## config.mk

```make
export PLATFORM = sky130hd
export DESIGN_NAME = dual_prescaled_interval_timer_unit
export DESIGN_NICKNAME = d
export VERILOG_FILES = /design/src/rtl/dpit_pkg.sv /design/src/rtl/dpit_timer.sv /design/src/rtl/dual_prescaled_interval_timer_unit.sv
export SDC_FILE = /design/constraint.sdc
export NUM_CORES = 2
export LEC_CHECK = 0
export BUFFER_PORTS_ARGS = -buffer_cell sky130_fd_sc_hd__clkbuf_2
export CORE_UTILIZATION = 35
export CTS_BUF_LIST = sky130_fd_sc_hd__clkbuf_8
export DETAILED_ROUTE_END_ITERATION = 12
export PLACE_DENSITY = 0.62
export SYNTH_ARGS = -nofsm -noshare
export SYNTH_HDL_FRONTEND = slang
export SYNTH_SLANG_ARGS = --single-unit
```

## constraint.sdc

```tcl
create_clock -name clock -period 10.5 [get_ports clock]
set_input_delay 1.05 -clock clock [delete_from_list [all_inputs] [get_ports clock]]
set_output_delay 1.05 -clock clock [all_outputs]
set_load 0.02 [all_outputs]
```

## src/rtl/dpit_pkg.sv

```systemverilog
// Package for the dual prescaled interval timer.
// Holds operation codes, widths, reset constants, the timer command struct and the
// reload product function. It depends on nothing else.
`default_nettype none

package dpit_pkg;

   localparam int OP_W     = 3;
   localparam int OFFSET_W = 3;
   localparam int DATA_W   = 16;
   localparam int CYCLES_W = 10;
   localparam int COUNT_W  = 2 * (DATA_W + 1) - 1;

   localparam logic [DATA_W-1:0]  REG_RESET   = 16'hFFFF;
   localparam logic [7:0]         BYTE_MASK   = 8'hFF;
   localparam logic [COUNT_W-1:0] RELOAD_MAX  = 33'h1_0000_0000;

   typedef enum logic [OP_W-1:0] {
      OP_TICK       = 3'd0,
      OP_BYTE_WRITE = 3'd1,
      OP_WORD_WRITE = 3'd2,
      OP_BYTE_READ  = 3'd3,
      OP_WORD_READ  = 3'd4
   } op_type;

   typedef struct packed {
      logic                tick;
      logic                wr_en;
      logic                wr_div;
      logic                wr_hi;
      logic                wr_lo;
      logic [DATA_W-1:0]   data;
      logic [CYCLES_W-1:0] cycles;
   } tmr_cmd_type;

   function automatic logic [COUNT_W-1:0] reload_value(input logic [DATA_W-1:0] pre,
                                                       input logic [DATA_W-1:0] div);
      logic [2*DATA_W+1:0] prod;
      prod = ({1'b0, pre} + 17'd1) * ({1'b0, div} + 17'd1);
      if (pre == '0 || div == '0) begin
         return '0;
      end
      return prod[COUNT_W-1:0];
   endfunction

endpackage

`default_nettype wire

```

## src/rtl/dpit_timer.sv

```systemverilog
// One interval timer: prescaler and divider registers and the down counter.
// Depends on dpit_pkg for the command struct and the reload product.
`default_nettype none

module dpit_timer
   import dpit_pkg::*;
(
   input  wire logic              clock,
   input  wire logic              reset,
   input  wire tmr_cmd_type       cmd,
   output logic [DATA_W-1:0]      prescale,
   output logic [DATA_W-1:0]      divide,
   output logic                   fire
);

   logic [DATA_W-1:0]  prescale_ff, prescale_in;
   logic [DATA_W-1:0]  divide_ff, divide_in;
   logic [COUNT_W-1:0] count_ff, count_in;
   logic [DATA_W-1:0]  merged;
   logic [DATA_W-1:0]  target;
   logic [COUNT_W-1:0] reload;
   logic [COUNT_W-1:0] cycles_ext;

   assign target = cmd.wr_div ? divide_ff : prescale_ff;

   always_comb begin
      merged[15:8] = cmd.wr_hi ? cmd.data[15:8] : target[15:8];
      merged[7:0]  = cmd.wr_lo ? cmd.data[7:0] : target[7:0];
      prescale_in  = prescale_ff;
      divide_in    = divide_ff;
      if (cmd.wr_en && cmd.wr_div) begin
         divide_in = merged;
      end else if (cmd.wr_en) begin
         prescale_in = merged;
      end
   end

   assign reload     = reload_value(prescale_in, divide_in);
   assign cycles_ext = {{(COUNT_W-CYCLES_W){1'b0}}, cmd.cycles};
   assign fire       = cmd.tick && (count_ff == '0 || count_ff <= cycles_ext);

   always_comb begin
      count_in = count_ff;
      if (cmd.wr_en || fire) begin
         count_in = reload;
      end else if (cmd.tick) begin
         count_in = count_ff - cycles_ext;
      end
   end

   always_ff @(posedge clock) begin
      if (reset) begin
         prescale_ff <= REG_RESET;
         divide_ff   <= REG_RESET;
         count_ff    <= '0;
      end else begin
         prescale_ff <= prescale_in;
         divide_ff   <= divide_in;
         count_ff    <= count_in;
      end
   end

   assign prescale = prescale_ff;
   assign divide   = divide_ff;

   a_count_bound: assert property (@(posedge clock) disable iff (reset)
      count_ff <= RELOAD_MAX)
      else $error("Timer count exceeds the largest reload value.");

   a_zero_fires: assert property (@(posedge clock) disable iff (reset)
      cmd.tick && count_ff == '0 |-> fire)
      else $error("A zero counter did not fire on a tick.");

   a_fire_reloads: assert property (@(posedge clock) disable iff (reset)
      fire && !cmd.wr_en |=> count_ff == reload_value(prescale_ff, divide_ff))
      else $error("A firing timer did not reload.");

endmodule

`default_nettype wire

```

## src/rtl/dual_prescaled_interval_timer_unit.sv

```systemverilog
// Top level of the dual prescaled interval timer: input register, decode, read
// mux and result register around two dpit_timer instances. Depends on dpit_pkg.
//
//   Channel   Direction   Handshake           Payload
//   req_      in          req_valid/stall     op, reg_offset, write_value, tick_cycles
//   rsp_      out         rsp_valid/stall     read_value, irq_timer_one, irq_timer_two
//
// An item is accepted every cycle while req_stall is low; it moves from input to result register.
// The input register and the result register bound a single pass through the decode,
// the 17-by-17 reload multiplier and the counter subtract.
// Reset is synchronous: registers return to 0xFFFF, counters to zero, no item is held.
// A stalled result holds both stages; req_stall rises only then.
`default_nettype none

module dual_prescaled_interval_timer_unit
   import dpit_pkg::*;
(
   input  wire logic                clock,
   input  wire logic                reset,
   input  wire logic                req_valid,
   output logic                     req_stall,
   input  wire logic [OP_W-1:0]     req_op,
   input  wire logic [OFFSET_W-1:0] req_reg_offset,
   input  wire logic [DATA_W-1:0]   req_write_value,
   input  wire logic [CYCLES_W-1:0] req_tick_cycles,
   output logic                     rsp_valid,
   input  wire logic                rsp_stall,
   output logic [DATA_W-1:0]        rsp_read_value,
   output logic                     rsp_irq_timer_one,
   output logic                     rsp_irq_timer_two
);

   logic                in_valid_ff, in_valid_in;
   logic [OP_W-1:0]     op_ff;
   logic [OFFSET_W-1:0] offset_ff;
   logic [DATA_W-1:0]   wdata_ff;
   logic [CYCLES_W-1:0] cycles_ff;
   logic                rsp_valid_ff, rsp_valid_in;
   logic [DATA_W-1:0]   read_ff, read_in;
   logic                irq_one_ff, irq_one_in;
   logic                irq_two_ff, irq_two_in;

   logic                advance;
   logic                go;
   logic                high;
   logic [1:0]          idx;
   logic [DATA_W-1:0]   slot;
   tmr_cmd_type         cmd_one, cmd_two, cmd;
   logic                wr_any;
   logic [DATA_W-1:0]   pre_one, div_one, pre_two, div_two;
   logic                fire_one, fire_two;

   assign advance   = !rsp_valid_ff || !rsp_stall;
   assign req_stall = in_valid_ff && !advance;
   assign go        = in_valid_ff && advance;
   assign idx       = offset_ff[2:1];
   assign high      = !offset_ff[0];

   always_comb begin
      unique case (idx)
         2'd0:    slot = pre_one;
         2'd1:    slot = div_one;
         2'd2:    slot = pre_two;
         default: slot = div_two;
      endcase
   end

   always_comb begin
      cmd        = '0;
      cmd.cycles = cycles_ff;
      cmd.wr_div = idx[0];
      wr_any     = 1'b0;
      read_in    = '0;
      unique case (op_ff)
         OP_TICK: begin
            cmd.tick = go;
         end
         OP_BYTE_WRITE: begin
            wr_any    = go;
            cmd.wr_hi = high;
            cmd.wr_lo = !high;
            cmd.data  = {wdata_ff[7:0], wdata_ff[7:0]};
         end
         OP_WORD_WRITE: begin
            wr_any    = go && high;
            cmd.wr_hi = 1'b1;
            cmd.wr_lo = 1'b1;
            cmd.data  = wdata_ff;
         end
         OP_BYTE_READ: begin
            read_in = high ? {8'h00, slot[15:8]} : {8'h00, slot[7:0] & BYTE_MASK};
         end
         OP_WORD_READ: begin
            read_in = high ? slot : '0;
         end
         default: begin
            read_in = '0;
         end
      endcase
      cmd_one       = cmd;
      cmd_two       = cmd;
      cmd_one.wr_en = wr_any && !idx[1];
      cmd_two.wr_en = wr_any && idx[1];
   end

   dpit_timer u_timer_one (
      .clock    (clock),
      .reset    (reset),
      .cmd      (cmd_one),
      .prescale (pre_one),
      .divide   (div_one),
      .fire     (fire_one)
   );

   dpit_timer u_timer_two (
      .clock    (clock),
      .reset    (reset),
      .cmd      (cmd_two),
      .prescale (pre_two),
      .divide   (div_two),
      .fire     (fire_two)
   );

   assign in_valid_in  = req_stall ? in_valid_ff : req_valid;
   assign rsp_valid_in = advance ? in_valid_ff : rsp_valid_ff;
   assign irq_one_in   = fire_one;
   assign irq_two_in   = fire_two;

   always_ff @(posedge clock) begin
      if (reset) begin
         in_valid_ff  <= 1'b0;
         rsp_valid_ff <= 1'b0;
      end else begin
         in_valid_ff  <= in_valid_in;
         rsp_valid_ff <= rsp_valid_in;
      end
   end

   always_ff @(posedge clock) begin
      if (req_valid && !req_stall) begin
         op_ff     <= req_op;
         offset_ff <= req_reg_offset;
         wdata_ff  <= req_write_value;
         cycles_ff <= req_tick_cycles;
      end
      if (go) begin
         read_ff    <= read_in;
         irq_one_ff <= irq_one_in;
         irq_two_ff <= irq_two_in;
      end
   end

   assign rsp_valid         = rsp_valid_ff;
   assign rsp_read_value    = read_ff;
   assign rsp_irq_timer_one = irq_one_ff;
   assign rsp_irq_timer_two = irq_two_ff;

   a_stall_only_when_full: assert property (@(posedge clock) disable iff (reset)
      req_stall |-> rsp_valid_ff && rsp_stall)
      else $error("Input stalled while the result stage could move.");

   a_irq_no_read: assert property (@(posedge clock) disable iff (reset)
      rsp_valid && (rsp_irq_timer_one || rsp_irq_timer_two) |-> rsp_read_value == '0)
      else $error("A result carries both read data and an interrupt.");

   a_item_reaches_result: assert property (@(posedge clock) disable iff (reset)
      go |=> rsp_valid_ff)
      else $error("An item left the input stage without a result.");

endmodule

`default_nettype wire

```

## Word level (Yosys, flattened, before mapping)

Index checks and enable logic that the tools add are counted.

| storage, ports and cells | value |
|---|---|
| register bits after elaboration | 182 |
| ROM bits | 0 |
| bits in writable memories | 0 |
| memories | 0 |
| bits in latches | 0 |
| output and inout port bits | 20 |
| input bits | 36 |

| operators by class | value |
|---|---|
| multiplexer cells | 29 |
| shifts and indexed selects | 0 |
| multipliers | 2 |
| reduce and logical (&&, ||, !) cells | 33 |
| add/sub/neg operators | 6 |
| bitwise gates (word level) | 0 |
| equality and inequality tests | 6 |
| magnitude comparators | 2 |
| divide/modulo/power cells | 0 |

Operator list:

| cell | number |
|---|---|
| 2-to-1 mux 33 bit | 8 |
| 2-to-1 mux 16 bit | 9 |
| adder 16 x 1 -> 17 bit, second input constant | 4 |
| multiplier 34 x 34 -> 33 bit | 2 |
| <= comparator 33 x 10 -> 1 bit | 2 |
| logical NOT 33 bit | 2 |
| subtractor 33 x 10 -> 33 bit | 2 |
| logical NOT 16 bit | 4 |
| one-hot mux 16 bit (3 select lines) | 1 |
| 2-to-1 mux 8 bit | 5 |
| one-hot mux 18 bit (2 select lines) | 1 |
| one-hot mux 16 bit (2 select lines) | 1 |
| logical AND 1 bit | 10 |
| logical OR 1 bit | 7 |
| equality test 3 x 2 -> 1 bit, second input constant | 2 |
| logical NOT 1 bit | 6 |
| nonzero test 2 bit | 2 |
| equality test 3 x 1 -> 1 bit, second input constant | 1 |
| equality test 3 bit, second input constant | 1 |
| logical NOT 3 bit | 1 |
| 2-to-1 mux 1 bit | 3 |
| equality test 2 x 1 -> 1 bit, second input constant | 1 |
| equality test 2 bit, second input constant | 1 |
| logical NOT 2 bit | 1 |
| one-hot mux 1 bit (2 select lines) | 1 |

## Longest topological paths before layout

| depth | value |
|---|---|
| word-level depth | 13 |
| gate-level depth with buffers | 37 |
| gate-level depth less buffers | 36 |

## Hierarchy

A second synthesis with hierarchy kept.

| unflattened totals | value |
|---|---|
| cell total of the unflattened synthesis | 3532 |
| area total of the unflattened synthesis | 30219.0 µm² |

By module, submodules not included:

| module | cells an instance | area each (µm²) | instances |
|---|---|---|---|
| dpit_timer at u_timer_two | 1698 | 13945.9 | 1 |
| dpit_timer at u_timer_one | 1676 | 13838.3 | 1 |
| dual_prescaled_interval_timer_unit | 158 | 2434.8 | 1 |

## Worst setup path before layout

No wires, ideal clock.

| path | value |
|---|---|
| path type | input to register |
| start | in rsp_stall |
| end | reg u_timer_one.count_ff[23] |
| stages on the path | 34 |
| path slack | 0.641 ns |
| data arrival time | 9.732 ns |
| buffers on the path | 2 |
| library setup time | 0.128 ns |
| path through | a21bo_2 -> clkbuf_1 -> inv_1 -> o2111ai_1 -> nor2_1 -> mux2i_1 -> inv_1 -> ha_1 -> nand3_1 -> or3b_2 -> nor2_1 -> xnor2_1 -> mux2i_1 -> clkbuf_1 -> nand2_1 -> fa_1 -> fa_1 -> fa_1 -> fa_1 -> inv_1 -> fa_1 -> inv_1 -> fa_1 -> inv_1 -> ha_1 -> o21a_1 -> o21ai_0 -> a211o_1 -> o21ai_0 -> o31a_1 -> a31oi_1 -> xnor2_1 -> a221oi_1 -> nor2_1 |

| between the ends | value |
|---|---|
| cells in the longest elaborated chain, start to end | 13 |

RTL lines:

| what | line | source |
|---|---|---|
| start: declaration | dual_prescaled_interval_timer_unit.sv:27 | `input wire logic rsp_stall,` |
| logical NOT 1 bit (*) | dual_prescaled_interval_timer_unit.sv:53 | `assign advance = !rsp_valid_ff \|\| !rsp_stall;` |
| logical OR 1 bit (*) | dual_prescaled_interval_timer_unit.sv:53 |  |
| logical AND 1 bit (*) | dual_prescaled_interval_timer_unit.sv:55 | `assign go = in_valid_ff && advance;` |
| logical AND 1 bit | dual_prescaled_interval_timer_unit.sv:85 | `wr_any = go && high;` |
| one-hot mux 1 bit (2 select lines) (*) | dual_prescaled_interval_timer_unit.sv:74 | `unique case (op_ff)` |
| logical AND 1 bit (*) | dual_prescaled_interval_timer_unit.sv:102 | `cmd_one.wr_en = wr_any && !idx[1];` |
| 2-to-1 mux 16 bit or logical AND 1 bit (tied branches) | dpit_timer.sv:33, dpit_timer.sv:31 |  |
| 2-to-1 mux 16 bit (*) | dpit_timer.sv:31 | `if (cmd.wr_en && cmd.wr_div) begin` |
| net u_timer_one.prescale_in[0] | dpit_timer.sv:16 | `logic [DATA_W-1:0] prescale_ff, prescale_in;` |
| parallel branches: the longest is 3 deep, another holds multiplier 34 x 34 -> 33 bit | - |  |
| 2-to-1 mux 33 bit (*) | dpit_pkg.sv:43 | `return prod[COUNT_W-1:0];` |
| 2-to-1 mux 33 bit (*) | dpit_timer.sv:44 | `if (cmd.wr_en \|\| fire) begin` |
| end signal: assignment | dpit_timer.sv:59 | `count_ff <= count_in;` |
| end: declaration | dpit_timer.sv:18 | `logic [COUNT_W-1:0] count_ff, count_in;` |

Mark *: on every way through the listed nets, which the timed path passes.
A chain may end at the register's enable or synchronous reset.

## Worst setup path after layout

| path | value |
|---|---|
| start | reg offset_ff[0] |
| end | reg u_timer_one.count_ff[31] |

| between the ends | value |
|---|---|
| cells in the longest elaborated chain, start to end | 11 |

RTL lines:

| what | line | source |
|---|---|---|
| start: declaration | dual_prescaled_interval_timer_unit.sv:35 | `logic [OFFSET_W-1:0] offset_ff;` |
| start signal: assignment | dual_prescaled_interval_timer_unit.sv:142 | `offset_ff <= req_reg_offset;` |
| parallel branches: the longest is 11 deep, another holds multiplier 34 x 34 -> 33 bit | - |  |

Parallel ways; which one is timed is not known.

==> results by group <==
Power and ir drop
  • Sequential power share: 38.7%
  • LEAKAGE: 15.9 nW
  • VDD IR max: 0.0953 mV
  • Switch share: 40.2%
  • Int Power: 0.00119 W
  • Net switching power figure: 0.000801 W
  • Clk network pwr share: 24.6%
  • Power Density: 59.7 mW/mm^2
  • Comb power frac: 36.7%

Timing
  • Setup TNS: 0 ns
  • Clock period minus worst slack: 9.89 ns
  • Max-slew violations: 0
  • Clock skew: 0.0169 ns
  • RSZ-0062 raised after global routing: false
  • Hold Fails Final Rpt: 0
  • Least-Margin Pin Slew: 1.31 ns
  • Final period util: 94.2%
  • Final hold slack: 0.481 ns
  • Final Setup Violations: 0
  • Final worst slack: 0.614 ns
  • Achievable Freq: 101 MHz
  • Relative slew slack: 11.9%

Critical path
  • RR Startpoint: offset_ff[0]
  • Slowest stage delay, CP: 0.64 ns
  • CP Class: reg2reg
  • CP max FO: 20
  • R2r worst-path depth: 31
  • Register-to-register setup slack: 0.61 ns
  • Most used cell, CP: fa_1
  • Startpoint types: flip-flop
  • WP data arrival: 10.32 ns
  • Critical Path Sink: u_timer_one.count_ff[31]
  • R2R Path End: u_timer_one.count_ff[31]
  • Setup crit end kind: flip-flop
  • WP data required: 10.94 ns
  • Crit. Startpoint: offset_ff[0]
  • Slowest cell on the critical path: nor2_1

Drt
  • 1st-iter DRT viols: 2124
  • Post-Route WL: 92.9 mm
  • Number of routed nets with antenna violations: 0
  • Vias: 26300
  • First-pass DRT Iterations: 6
  • Routed len/inst: 19.1 um
  • Number of vias per cell: 5.39
  • DR DRC count: 0

Clock tree
  • CTS Sinks: 182
  • TritonCTS clock tree: done
  • CTS buffer count: 17
  • Post-CTS setup buffers: 0
  • Worst-path clk slew: 0.10 ns
  • CTS Hold Buffers Added: 0
  • Clock Latency Late Sink: 0.58 ns
  • H-tree levels: 4
  • CTS root buf: clkbuf_8
  • Clock tree buffer depth: 2

Die
  • Core area: 0.0872 sq mm
  • Starting Density: 35.5%
  • Die Width: 299 um
  • Rows: 108
  • Io pins: 56
  • Die height: 299 um
  • Die area: 0.0895 sq mm

Global routing
  • Gr usage total: 21.2%
  • Number of global-route vias before repair: 26900
  • Pin count of the biggest net entering global routing: 71
  • GRT overflow: 0
  • Number of antenna violations at the first check in global routing: 2
  • First-pass GRT wire length: 149 mm

Synthesis
  • Mapped Area: 0.0309 sq mm
  • Synth top area share: 29.0%
  • Ys async rst share: 0%
  • FF+latch count, synth: 182
  • Largest cells by area after synthesis: fa_1 (29%), ha_1 (9.6%), dfxtp_1 (8.5%), inv_1 (7.5%), nand2_1 (5.6%)
  • Post-synthesis cell type count: 91
  • Mean Syn Cell Area: 8.46 sq um
  • Net Count, Synth: 4373
  • Cells after synthesis: 3653
  • Number of synthesized flops with an enable pin: 50
  • Synth Warn #: 0
  • Cell taking the most area after synthesis: fa_1
  • Post-synthesis sequential area ratio: 13.4%
  • Ys flop type: dfxtp_1

Place
  • DP Worst Slack: 0.394 ns
  • Port bufs: 55
  • Final HPWL DP: 74.3 mm
  • RD Place Congestion: 0.940

Final layout
  • Area delta synth->final: 8.09%
  • Share of cells above drive strength 1: 7.69%
  • Leading cell types in the layout, fill and taps excluded: inv_1 (615), nand2_1 (459), fa_1 (448)
  • Nets: 4428
  • Commonest non-fill, non-tap cell in the layout: inv_1

Min path
  • HP Class: reg2reg

Status
  • Status: finished, final reports clean

Run
  • Max Cap Violations: 0
## cells in the mapped netlist (7+ instances only)
master,count
o21a_1,29
a221oi_1,18
o22ai_1,11
xnor2_1,94
mux2_2,13
o21bai_1,10
nor2b_1,14
clkbuf_1,110
nand2b_1,74
and3_1,20
nand3_1,57
fa_1,448
nand3b_1,14
nor2_1,273
mux4_2,15
o21ai_0,105
ha_1,236
and2_1,127
a31oi_1,34
or3_1,19
buf_2,20
nor3_1,95
xor2_1,63
nor3b_1,8
o211ai_1,13
a21oi_1,123
dfxtp_1,132
nor4_1,41
nand2_1,459
o2111ai_1,8
or2_2,16
nand4_1,20
mux2i_1,52
edfxtp_1,50
inv_1,615
a22oi_1,7
a21o_1,42
or4_1,9
a211oi_1,23
a211o_1,8
## registers in the layout (all words and copies together) (netlist names), 3 cells and up
name and count:
cycles_ff 10, offset_ff 3, op_ff 3, rsp_read_value 16, u_timer_one.count_ff 33, u_timer_one.divide 16, u_timer_one.prescale 16, u_timer_two.count_ff 33
u_timer_two.divide 16, u_timer_two.prescale 16, wdata_ff 16
## metrics by stage
stage	power (W)	cells	utilization [%]	instance area, sq um
floorplan	0.00127	3653	-	30900
global placement	0.00150	4844	37.9	33000
detailed placement	0.00151	4844	37.9	33000
CTS	0.00200	4876	38.3	33400
global route	0.00211	4877	38.3	33400
finish	0.00199	4878	38.3	33400
## power by group through the flow
| stage | logic [W] | clock network [W] | registers, W |
|---|---|---|---|
| 3_5_place_dp | 0.000722 | 0 | 0.000786 |
| 4_1_cts | 0.000728 | 0.000505 | 0.000770 |
| 6_report | 0.000732 | 0.000491 | 0.000771 |
| 5_1_grt | 0.000808 | 0.000525 | 0.000773 |
| 3_3_place_gp | 0.000718 | 0 | 0.000786 |
| 2_1_floorplan | 0.000494 | 0 | 0.000779 |
## cell families (layout without fill, tap and decap cells)
kind of cell | after synthesis | in the layout | synth area share (%)
AO/OA/AOI/OAI | 511 | 511 | 11.0
XOR/XNOR | 158 | 158 | 4.50
adder cells (fa/ha/maj) | 684 | 684 | 38.6
buffers and inverters | 757 | 825 | 9.31
flip-flops | 182 | 182 | 13.4
multiplexers | 80 | 80 | 3.25
other | 0 | 2 | 0
AND/OR/NAND/NOR | 1281 | 1281 | 19.9
## critical path: cells and delay by family, from the launching register on
kind / cells / cell delay (ns)
buf+inv: 6 / 0.95
flops: 1 / 0.40
xor+xnor: 2 / 0.60
compound gates: 9 / 2.22
fa+ha+maj: 7 / 3.42
simple gates: 7 / 2.15
## cell type report
cell class                 instances  area [sq um]
fill                            8978         53700
multi-input combinational       2714         23900
timing repair buffer             175          1180
antenna                            2          5.00
tap                             1155          1450
clock inverter                    14           138
clock buffer                      18           248
inverter                         618          2320
sequential                       182          4140
## how the worst min path moves through the flow
| stage | slack [ns] | to | cells after the start | start |
|---|---|---|---|---|
| CTS | 0.48 | u_timer_one.count_ff[22] | 2 | u_timer_one.count_ff[22] |
| floorplan | 0.44 | rsp_valid | 2 | in_valid_ff |
| global placement | 0.46 | u_timer_one.count_ff[22] | 2 | u_timer_one.count_ff[22] |
| global route | 0.50 | u_timer_one.count_ff[22] | 2 | u_timer_one.count_ff[22] |
| finish | 0.48 | u_timer_one.count_ff[22] | 2 | u_timer_one.count_ff[22] |
| detailed placement | 0.47 | u_timer_one.count_ff[22] | 2 | u_timer_one.count_ff[22] |
## what timing repair did
action | 4_1_cts | 5_1_grt
gates resized for setup | 0 | 1
endpoints found under the hold margin | 0 | 0
setup endpoints to repair | 0 | 1
## routing by layer
layer | global-route usage (%) | part of all wire (%) | routed length (um)
met5 | 0 | 0 | 0
met2 | 35.6 | 47 | 44000
met4 | 9.20 | 4.1 | 3860
met3 | 2.62 | 6.5 | 6070
met1 | 27.5 | 42 | 39000
(Power assumes the default switching activity.)
